`config.mk`:
```
export PLATFORM = sky130hd
export DESIGN_NAME = matrix_multiply_4x4_top
export DESIGN_NICKNAME = d
export VERILOG_FILES = /design/src/sv/mm4_pkg.sv /design/src/sv/matrix_multiply_4x4_top.sv /design/src/sv/mm4_store.sv /design/src/sv/mm4_mac.sv /design/src/sv/mm4_seq.sv
export SDC_FILE = /design/constraint.sdc
export NUM_CORES = 2
export LEC_CHECK = 0
export ABC_AREA = 1
export BUFFER_PORTS_ARGS = -buffer_cell sky130_fd_sc_hd__buf_2
export CAP_MARGIN = 30
export CORE_ASPECT_RATIO = 2
export CORE_MARGIN = 1.5
export CORE_UTILIZATION = 50
export DETAILED_ROUTE_END_ITERATION = 10
export GPL_TIMING_DRIVEN = 0
export PLACE_DENSITY = 0.65
export SYNTH_ARGS = -nofsm -noshare
export SYNTH_HDL_FRONTEND = slang
export SYNTH_SLANG_ARGS = --single-unit
```
`constraint.sdc`:
```
create_clock -name clock -period 20.9 [get_ports clock]
set_clock_uncertainty 0.05 [all_clocks]
set_input_delay 1.045 -clock clock [delete_from_list [all_inputs] [get_ports clock]]
set_output_delay 1.045 -clock clock [all_outputs]
set_load 0.005 [all_outputs]
```
`src/sv/mm4_pkg.sv`:
```
// Shared types and constants of the fixed-point 4x4 matrix multiplier.
package mm4_pkg;

   localparam int DIM       = 4;
   localparam int FRAC_BITS = 16;

   localparam int ELEM_W = 32;
   localparam int ROW_W  = 2;
   localparam int ACT_W  = 2;
   localparam int IDX_W  = (DIM > 1) ? $clog2(DIM) : 1;
   localparam int ADDR_W = $clog2(DIM * DIM);
   localparam int PROD_W = 2 * ELEM_W;
   localparam int ACC_W  = PROD_W + $clog2(DIM);
   localparam int SHR_W  = ACC_W - FRAC_BITS;

   localparam logic [ELEM_W-1:0] ONE_VAL = ELEM_W'(1) << FRAC_BITS;

   localparam logic [ACT_W-1:0] ACT_LEFT  = 2'd0;
   localparam logic [ACT_W-1:0] ACT_RIGHT = 2'd1;
   localparam logic [ACT_W-1:0] ACT_MUL   = 2'd2;

   typedef enum logic [0:0] {
      ST_IDLE,
      ST_RUN
   } state_type;

   // One element write into either matrix.
   typedef struct packed {
      logic              en;
      logic              sel_right;
      logic [IDX_W-1:0]  row;
      logic [IDX_W-1:0]  col;
      logic [ELEM_W-1:0] data;
   } wr_type;

   // One dot-product term issued to the multiply-accumulate unit.
   typedef struct packed {
      logic             valid;
      logic             first;
      logic             last_term;
      logic             last_elem;
      logic [IDX_W-1:0] row;
      logic [IDX_W-1:0] col;
      logic [IDX_W-1:0] k;
   } term_type;

endpackage

```
`src/sv/matrix_multiply_4x4_top.sv`:
```
// Top level of the signed Q16.16 4x4 matrix multiplier.
//
//   Channel   Direction  Ports                          Contents
//   req       in         req_tvalid/tready/tdata/tuser  load or compute word
//   rsp       out        rsp_tvalid/tready/tdata/tuser  one product element
//                        rsp_tlast                      marks the last element
//
// A load word writes one element of the left or the right matrix. A compute
// word occupies the block until all its terms are issued: one shared 32 by
// 32 multiplier takes one dot-product term per cycle unless results stall,
// four terms per element, and each element passes the multiply, accumulate
// and output registers after its last term. Reset puts both matrices back
// to the identity and empties the pipeline. When a result word waits and is
// not taken, the multiplier, accumulator and counters hold until it is.
module matrix_multiply_4x4_top
   import mm4_pkg::*;
(
   input  logic        clock,
   input  logic        reset,
   input  logic        req_tvalid,
   output logic        req_tready,
   input  logic [39:0] req_tdata,   // row [1:0], col [3:2], element [35:4], zero [39:36]
   input  logic [1:0]  req_tuser,   // action [1:0]
   output logic        rsp_tvalid,
   input  logic        rsp_tready,
   output logic [39:0] rsp_tdata,   // out_row [1:0], out_col [3:2], product [35:4], zero [39:36]
   output logic        rsp_tuser,   // saturated [0]
   output logic        rsp_tlast
);

   wr_type            wr;
   term_type          term;
   logic              advance;
   logic [ELEM_W-1:0] left_rd;
   logic [ELEM_W-1:0] right_rd;

   // The sequencer decodes each word and steps through the terms.
   mm4_seq u_seq (
      .clock      (clock),
      .reset      (reset),
      .req_tvalid (req_tvalid),
      .req_tready (req_tready),
      .req_tdata  (req_tdata),
      .req_tuser  (req_tuser),
      .advance    (advance),
      .wr         (wr),
      .term       (term)
   );

   // Both matrices, read once each per cycle at the current term.
   mm4_store u_store (
      .clock    (clock),
      .reset    (reset),
      .wr       (wr),
      .term     (term),
      .left_rd  (left_rd),
      .right_rd (right_rd)
   );

   // Multiply, accumulate, shift and saturate, then the output register.
   mm4_mac u_mac (
      .clock      (clock),
      .reset      (reset),
      .term       (term),
      .left_rd    (left_rd),
      .right_rd   (right_rd),
      .advance    (advance),
      .rsp_tvalid (rsp_tvalid),
      .rsp_tready (rsp_tready),
      .rsp_tdata  (rsp_tdata),
      .rsp_tuser  (rsp_tuser),
      .rsp_tlast  (rsp_tlast)
   );

endmodule

```
`src/sv/mm4_store.sv`:
```
// Left and right matrix stores, reset to the identity, one read per matrix.
module mm4_store
   import mm4_pkg::*;
(
   input  logic              clock,
   input  logic              reset,
   input  wr_type            wr,
   input  term_type          term,
   output logic [ELEM_W-1:0] left_rd,
   output logic [ELEM_W-1:0] right_rd
);

   logic [ELEM_W-1:0] left_ff  [DIM*DIM];
   logic [ELEM_W-1:0] right_ff [DIM*DIM];

   logic [ADDR_W-1:0] wr_addr;
   logic [ADDR_W-1:0] left_addr;
   logic [ADDR_W-1:0] right_addr;

   assign wr_addr    = ADDR_W'(wr.row) * ADDR_W'(DIM) + ADDR_W'(wr.col);
   assign left_addr  = ADDR_W'(term.row) * ADDR_W'(DIM) + ADDR_W'(term.k);
   assign right_addr = ADDR_W'(term.k) * ADDR_W'(DIM) + ADDR_W'(term.col);

   assign left_rd  = left_ff[left_addr];
   assign right_rd = right_ff[right_addr];

   always_ff @(posedge clock) begin
      if (reset) begin
         for (int r = 0; r < DIM; r++) begin
            for (int c = 0; c < DIM; c++) begin
               left_ff[r*DIM+c]  <= (r == c) ? ONE_VAL : '0;
               right_ff[r*DIM+c] <= (r == c) ? ONE_VAL : '0;
            end
         end
      end else if (wr.en) begin
         if (wr.sel_right) begin
            right_ff[wr_addr] <= wr.data;
         end else begin
            left_ff[wr_addr] <= wr.data;
         end
      end
   end

endmodule

```
`src/sv/mm4_mac.sv`:
```
// Shared multiply-accumulate unit with shift, saturation and output register.
module mm4_mac
   import mm4_pkg::*;
(
   input  logic              clock,
   input  logic              reset,
   input  term_type          term,
   input  logic [ELEM_W-1:0] left_rd,
   input  logic [ELEM_W-1:0] right_rd,
   output logic              advance,
   output logic              rsp_tvalid,
   input  logic              rsp_tready,
   output logic [39:0]       rsp_tdata,
   output logic              rsp_tuser,
   output logic              rsp_tlast
);

   // Multiply stage.
   logic                     p_valid_ff;
   logic                     p_first_ff;
   logic                     p_last_term_ff;
   logic                     p_last_elem_ff;
   logic [IDX_W-1:0]         p_row_ff;
   logic [IDX_W-1:0]         p_col_ff;
   logic signed [PROD_W-1:0] p_prod_ff;

   // Accumulate stage.
   logic                     a_done_ff;
   logic                     a_last_elem_ff;
   logic [IDX_W-1:0]         a_row_ff;
   logic [IDX_W-1:0]         a_col_ff;
   logic signed [ACC_W-1:0]  acc_ff;

   // Output register.
   logic                     o_valid_ff;
   logic [ROW_W-1:0]         o_row_ff;
   logic [ROW_W-1:0]         o_col_ff;
   logic [ELEM_W-1:0]        o_prod_ff;
   logic                     o_sat_ff;
   logic                     o_last_ff;

   logic signed [ACC_W-1:0]  acc_base;
   logic signed [SHR_W-1:0]  shifted;
   logic                     fits;
   logic [ELEM_W-1:0]        sat_val;

   assign advance  = !o_valid_ff || rsp_tready;
   assign acc_base = p_first_ff ? '0 : acc_ff;

   always_comb begin
      shifted = SHR_W'(acc_ff >>> FRAC_BITS);
      fits    = (shifted[SHR_W-1:ELEM_W-1] == '0) || (shifted[SHR_W-1:ELEM_W-1] == '1);
      if (fits) begin
         sat_val = shifted[ELEM_W-1:0];
      end else if (shifted[SHR_W-1]) begin
         sat_val = {1'b1, {(ELEM_W-1){1'b0}}};
      end else begin
         sat_val = {1'b0, {(ELEM_W-1){1'b1}}};
      end
   end

   always_ff @(posedge clock) begin
      if (reset) begin
         p_valid_ff <= 1'b0;
         a_done_ff  <= 1'b0;
         o_valid_ff <= 1'b0;
      end else if (advance) begin
         p_valid_ff <= term.valid;
         a_done_ff  <= p_valid_ff && p_last_term_ff;
         if (a_done_ff) begin
            o_valid_ff <= 1'b1;
         end else begin
            o_valid_ff <= 1'b0;
         end
      end
   end

   always_ff @(posedge clock) begin
      if (advance) begin
         p_first_ff     <= term.first;
         p_last_term_ff <= term.last_term;
         p_last_elem_ff <= term.last_elem;
         p_row_ff       <= term.row;
         p_col_ff       <= term.col;
         p_prod_ff      <= $signed(left_rd) * $signed(right_rd);
         if (p_valid_ff) begin
            acc_ff         <= acc_base + ACC_W'(p_prod_ff);
            a_last_elem_ff <= p_last_elem_ff;
            a_row_ff       <= p_row_ff;
            a_col_ff       <= p_col_ff;
         end
         if (a_done_ff) begin
            o_row_ff  <= ROW_W'(a_row_ff);
            o_col_ff  <= ROW_W'(a_col_ff);
            o_prod_ff <= sat_val;
            o_sat_ff  <= !fits;
            o_last_ff <= a_last_elem_ff;
         end
      end
   end

   assign rsp_tvalid = o_valid_ff;
   assign rsp_tdata  = {4'd0, o_prod_ff, o_col_ff, o_row_ff};
   assign rsp_tuser  = o_sat_ff;
   assign rsp_tlast  = o_last_ff;

endmodule

```
`src/sv/mm4_seq.sv`:
```
// Sequencer: decodes request words and walks the row, column and term counters.
module mm4_seq
   import mm4_pkg::*;
(
   input  logic             clock,
   input  logic             reset,
   input  logic             req_tvalid,
   output logic             req_tready,
   input  logic [39:0]      req_tdata,
   input  logic [1:0]       req_tuser,
   input  logic             advance,
   output wr_type           wr,
   output term_type         term
);

   state_type        state_ff, state_in;
   logic [IDX_W-1:0] r_ff, r_in;
   logic [IDX_W-1:0] c_ff, c_in;
   logic [IDX_W-1:0] k_ff, k_in;

   logic [ACT_W-1:0] action;
   logic [ROW_W-1:0] row;
   logic [ROW_W-1:0] col;
   logic             accept;
   logic             k_end;
   logic             c_end;
   logic             r_end;

   assign action = req_tuser;
   assign row    = req_tdata[1:0];
   assign col    = req_tdata[3:2];
   assign k_end  = (k_ff == IDX_W'(DIM - 1));
   assign c_end  = (c_ff == IDX_W'(DIM - 1));
   assign r_end  = (r_ff == IDX_W'(DIM - 1));

   always_comb begin
      state_in   = state_ff;
      r_in       = r_ff;
      c_in       = c_ff;
      k_in       = k_ff;
      req_tready = 1'b0;
      wr.en        = 1'b0;
      wr.sel_right = (action == ACT_RIGHT);
      wr.row       = IDX_W'(row);
      wr.col       = IDX_W'(col);
      wr.data      = req_tdata[35:4];
      accept     = 1'b0;
      unique case (state_ff)
         ST_IDLE: begin
            req_tready = 1'b1;
            accept     = req_tvalid;
            unique case (action) inside
               ACT_LEFT, ACT_RIGHT: begin
                  wr.en = accept && (int'(row) < DIM) && (int'(col) < DIM);
               end
               ACT_MUL: begin
                  if (accept) begin
                     state_in = ST_RUN;
                     r_in     = '0;
                     c_in     = '0;
                     k_in     = '0;
                  end
               end
               default: begin
               end
            endcase
         end
         ST_RUN: begin
            if (advance) begin
               k_in = k_ff + IDX_W'(1);
               if (k_end) begin
                  k_in = '0;
                  c_in = c_ff + IDX_W'(1);
                  if (c_end) begin
                     c_in = '0;
                     r_in = r_ff + IDX_W'(1);
                     if (r_end) begin
                        state_in = ST_IDLE;
                     end
                  end
               end
            end
         end
         default: begin
            state_in = ST_IDLE;
         end
      endcase
   end

   assign term.valid     = (state_ff == ST_RUN);
   assign term.first     = (k_ff == '0);
   assign term.last_term = k_end;
   assign term.last_elem = r_end && c_end;
   assign term.row       = r_ff;
   assign term.col       = c_ff;
   assign term.k         = k_ff;

   always_ff @(posedge clock) begin
      if (reset) begin
         state_ff <= ST_IDLE;
         r_ff     <= '0;
         c_ff     <= '0;
         k_ff     <= '0;
      end else begin
         state_ff <= state_in;
         r_ff     <= r_in;
         c_ff     <= c_in;
         k_ff     <= k_in;
      end
   end

endmodule

```
==> results of run 1 <==
[routing by layer]
| layer | track usage, % | GRT overflow |
|---|---|---|
| met5 | 12.5 | 2 |
| met4 | 76.4 | 917 |
| met3 | 46.8 | 52 |
| met2 | 95.2 | 2107 |
| met1 | 65.3 | 11 |
[cells by family after synthesis]
family	synth area share, %
AO/OA/AOI/OAI	6.63
XOR/XNOR	0.723
adder cells (fa/ha/maj)	26.0
buffers and inverters	11.1
flip-flops	38.0
multiplexers	0.868
other	0.00392
AND/OR/NAND/NOR	16.7
[metrics by stage]
step	hold WS [ns]	util [%]	std cells	setup slack (ns)	cell area (sq um)
after CTS	0.368	55.4	13500	8.47	105000
after detailed placement	0.355	53.5	13300	8.47	101000
after floorplan	0.350	-	10600	12.74	95700
after global placement	0.356	52.3	13200	7.45	99200
==> flow_summary.ini, run 1 <==
[grt]
grt_max_degree = 61
grt_use_total_pct = 69.9
grt_pass1_vias = 106000
grt_pass1_wl_um = 990000
grt_overflow = 3089

[cts]
root_buffer = clkbuf_16
h-tree-depth = 3
cts_made_buffers = 107
clockBufferDepth = 3
cts_resized = 0
cts.sinks = 1214
cts_setup_buffers = 0
cts_hold_buf = 0

[run_status]
firstError = [ERROR GRT-0116] Global routing finished with congestion. Check the congestion regions in the DRC Viewer.
status = did not finish
haltStage = global routing

[logic_synthesis]
synth_top_area_share_pct = 37.8
synth_top_cell_by_area = edfxtp_1
yosys_most_used_dff = edfxtp_1
synth_commonest_cells = 2000 x nand2_1, 1967 x inv_1, 1869 x nor2_1
synthCells = 10600
synth_cell_types = 37
syn_avg_cell_area_sq_um = 9.03
syn_area_sq_um = 95700
ys_warn_count = 0
synth_area_leaders = edfxtp_1 38%, fa_1 23%, nand2_1 7.8%
yosysMostFrequentCell = nand2_1
ys_seq_elements = 1214
ys_seq_area_share_pct = 38.0
async_flop_share_pct = 0
synth_edf_count = 1204

[floorplan]
die_h_um = 622
start_util_pct = 50.4
rows = 226
ios = 90
die_w_um = 312

[placement]
gp_congestion = 1.16
hpwlAfterDp_um = 421000
portBuffers = 81
==> run 2: changes to the inputs <==
--- a/config.mk
+++ b/config.mk
@@ -8,12 +8,11 @@
 export ABC_AREA = 1
 export BUFFER_PORTS_ARGS = -buffer_cell sky130_fd_sc_hd__buf_2
 export CAP_MARGIN = 30
-export CORE_ASPECT_RATIO = 2
 export CORE_MARGIN = 1.5
-export CORE_UTILIZATION = 50
+export CORE_UTILIZATION = 35
 export DETAILED_ROUTE_END_ITERATION = 10
 export GPL_TIMING_DRIVEN = 0
-export PLACE_DENSITY = 0.65
+export PLACE_DENSITY_LB_ADDON = 0.15
 export SYNTH_ARGS = -nofsm -noshare
 export SYNTH_HDL_FRONTEND = slang
 export SYNTH_SLANG_ARGS = --single-unit
==> flow_summary.ini, run 2 <==
[layout]
final_cell_area_sq_um = 106000
area_growth_pct = 11.1
nNetsFinal = 12300
drive_gt1_share_pct = 6.77
top_regs = u_store.left_ff (512), u_store.right_ff (512), u_mac.acc_ff (66)
layout_commonest_cell = nand2_1
final_cell_mix = 1968 x nand2_1, 1966 x inv_1, 1867 x nor2_1
post-route-util_pct = 39.2

[worst_setup_path]
worstPathMaxFanout = 11
cp-end-kind = register
reg2reg_slack_ns = 8.94
slowest_delay_ns = 1.09
worstSetupPathType = reg2reg
r2r-end = u_mac.p_prod_ff[51]$_DFFE_PN_
arrival_ns = 12.47
reg2regPathDepth = 30
startpoint_type = register
crit_slowest_cell = fa_1
timing.critical_path.buf_inv = 10
cp.required_ns = 21.41
timing.rr.start = u_seq.c_ff[1]$_SDFFE_PP0P_
path_delay_family = adder cells

[sta]
holdWs_ns = 0.369
rsz0062_at_grt = false
finalHoldViolations = 0
fin_setup_tns_ns = 0
slew_viol_final = 0
fin_crit_sh_pct = 57.2
period_minus_slack_ns = 11.96
worst_pin_slew_ns = 1.14
slew_headroom_pct = 24.3
setup_viol = 0
clock.fmax_mhz = 83.6

[route]
drcViolationCount = 0
dr.pass1.iters = 6
drt_iter0_drc = 8353
num_vias = 77400
vias_per_cell = 5.31
ant_nets = 0
wl_per_cell_um = 29.1
wl_um = 424000

[logic_synthesis]
yosys_most_used_dff = edfxtp_1
synth_top_family_by_area = adder cells
synth_commonest_cells = 2000 x nand2_1, 1967 x inv_1, 1869 x nor2_1
synthCells = 10600
synth_mux_area_share_pct = 0.868
synth_compound_area_share_pct = 6.63
synthAdderAreaFrac_pct = 26.0
async_flop_share_pct = 0
synth_cell_types = 37
syn_area_sq_um = 95700
synth_top_area_share_pct = 37.8
synth_top_cell_by_area = edfxtp_1
synth_edf_count = 1204
synth-simple-area-share_pct = 16.7
synth_xor_area_share_pct = 0.723
syn_avg_cell_area_sq_um = 9.03
ys_seq_area_share_pct = 38.0
synth_area_leaders = edfxtp_1 38%, fa_1 23%, nand2_1 7.8%
yosysMostFrequentCell = nand2_1
ys_seq_elements = 1214
ys_warn_count = 0

[min_path]
whs_endpoint = u_mac.o_row_ff[0]$_DFFE_PP_
min_path_cells = 0
holdCritStartpoint = u_mac.a_row_ff[0]$_DFFE_PP_
hold_class = reg2reg

[cts]
cts.sinks = 1214
cts_tree = built
cts_setup_buffers = 0
cts_hold_buf = 0
h-tree-depth = 4
insertion_delay_ns = 0.87
clockBufferDepth = 4
root_buffer = clkbuf_16
cts_made_buffers = 149
path_clk_slew_ns = 0.06
cts_resized = 0

[floorplan]
rows = 191
die_w_um = 526
start_util_pct = 35.3
dieArea_sq_um = 276000
core_sq_um = 271000
ios = 90
die_h_um = 526

[placement]
portBuffers = 81
place_area_sq_um = 102000
hpwlAfterDp_um = 328000
gp_congestion = 0.984

[run]
cap_violations = 0

[grt]
grt_overflow = 0
grt_pass1_vias = 78500
antenna_found_initial = 12
grt_use_total_pct = 30.4
grt_max_degree = 65
grt_pass1_wl_um = 588000

[run_status]
status = finished, final reports clean
[run 2: worst max-delay path by stage]
stage	cells past startpoint	end	from
floorplan	33	u_mac.p_prod_ff[52]$_DFFE_PN_	u_seq.c_ff[0]$_SDFFE_PP0P_
global placement	27	u_mac.p_prod_ff[51]$_DFFE_PN_	u_seq.c_ff[1]$_SDFFE_PP0P_
detailed placement	30	u_mac.p_prod_ff[51]$_DFFE_PN_	u_seq.c_ff[1]$_SDFFE_PP0P_
CTS	30	u_mac.p_prod_ff[51]$_DFFE_PN_	u_seq.c_ff[1]$_SDFFE_PP0P_
global route	32	u_mac.p_prod_ff[53]$_DFFE_PN_	u_seq.c_ff[1]$_SDFFE_PP0P_
finish	30	u_mac.p_prod_ff[51]$_DFFE_PN_	u_seq.c_ff[1]$_SDFFE_PP0P_
[run 2: kinds of logic (layout without fill, tap and decap cells)]
kind of cell             after synthesis  after routing
flip-flops                          1214           1214
buffers and inverters               2668           3065
AND/OR/NAND/NOR                     4152           4152
other                                  1             10
adder cells (fa/ha/maj)             1336           1336
XOR/XNOR                              79             79
AO/OA/AOI/OAI                       1067           1067
multiplexers                          83             83
[run 2: final cells by class]
class	instances	area, sq um
Antenna cell	6	15.0
Tap cell	3570	4470
Buffer	610	2850
Sequential cell	1214	36400
Clock buffer	182	3880
Inverter	2058	7730
Multi-Input combinational cell	6721	48800
Fill cell	27500	165000
Clock inverter	68	509
Timing Repair Buffer	147	1630
[run 2: through the flow]
step | worst slack, ns | std cells
finish | 8.94 | 14600
global route | 8.70 | 14600
CTS | 9.14 | 14600
detailed placement | 9.08 | 14300
global placement | 8.99 | 14300
floorplan | 12.74 | 10600
[run 2: metal layers]
metal	track usage, %	share of wire, %
met1	35.7	36
met3	6.49	9.0
met2	49.2	46
met4	21.8	8.6
met5	0	0.024
Power of run 2 is left out: the tool's default activity adds up to more than one toggle a clock period on the data nets, which glitch-free logic cannot reach.
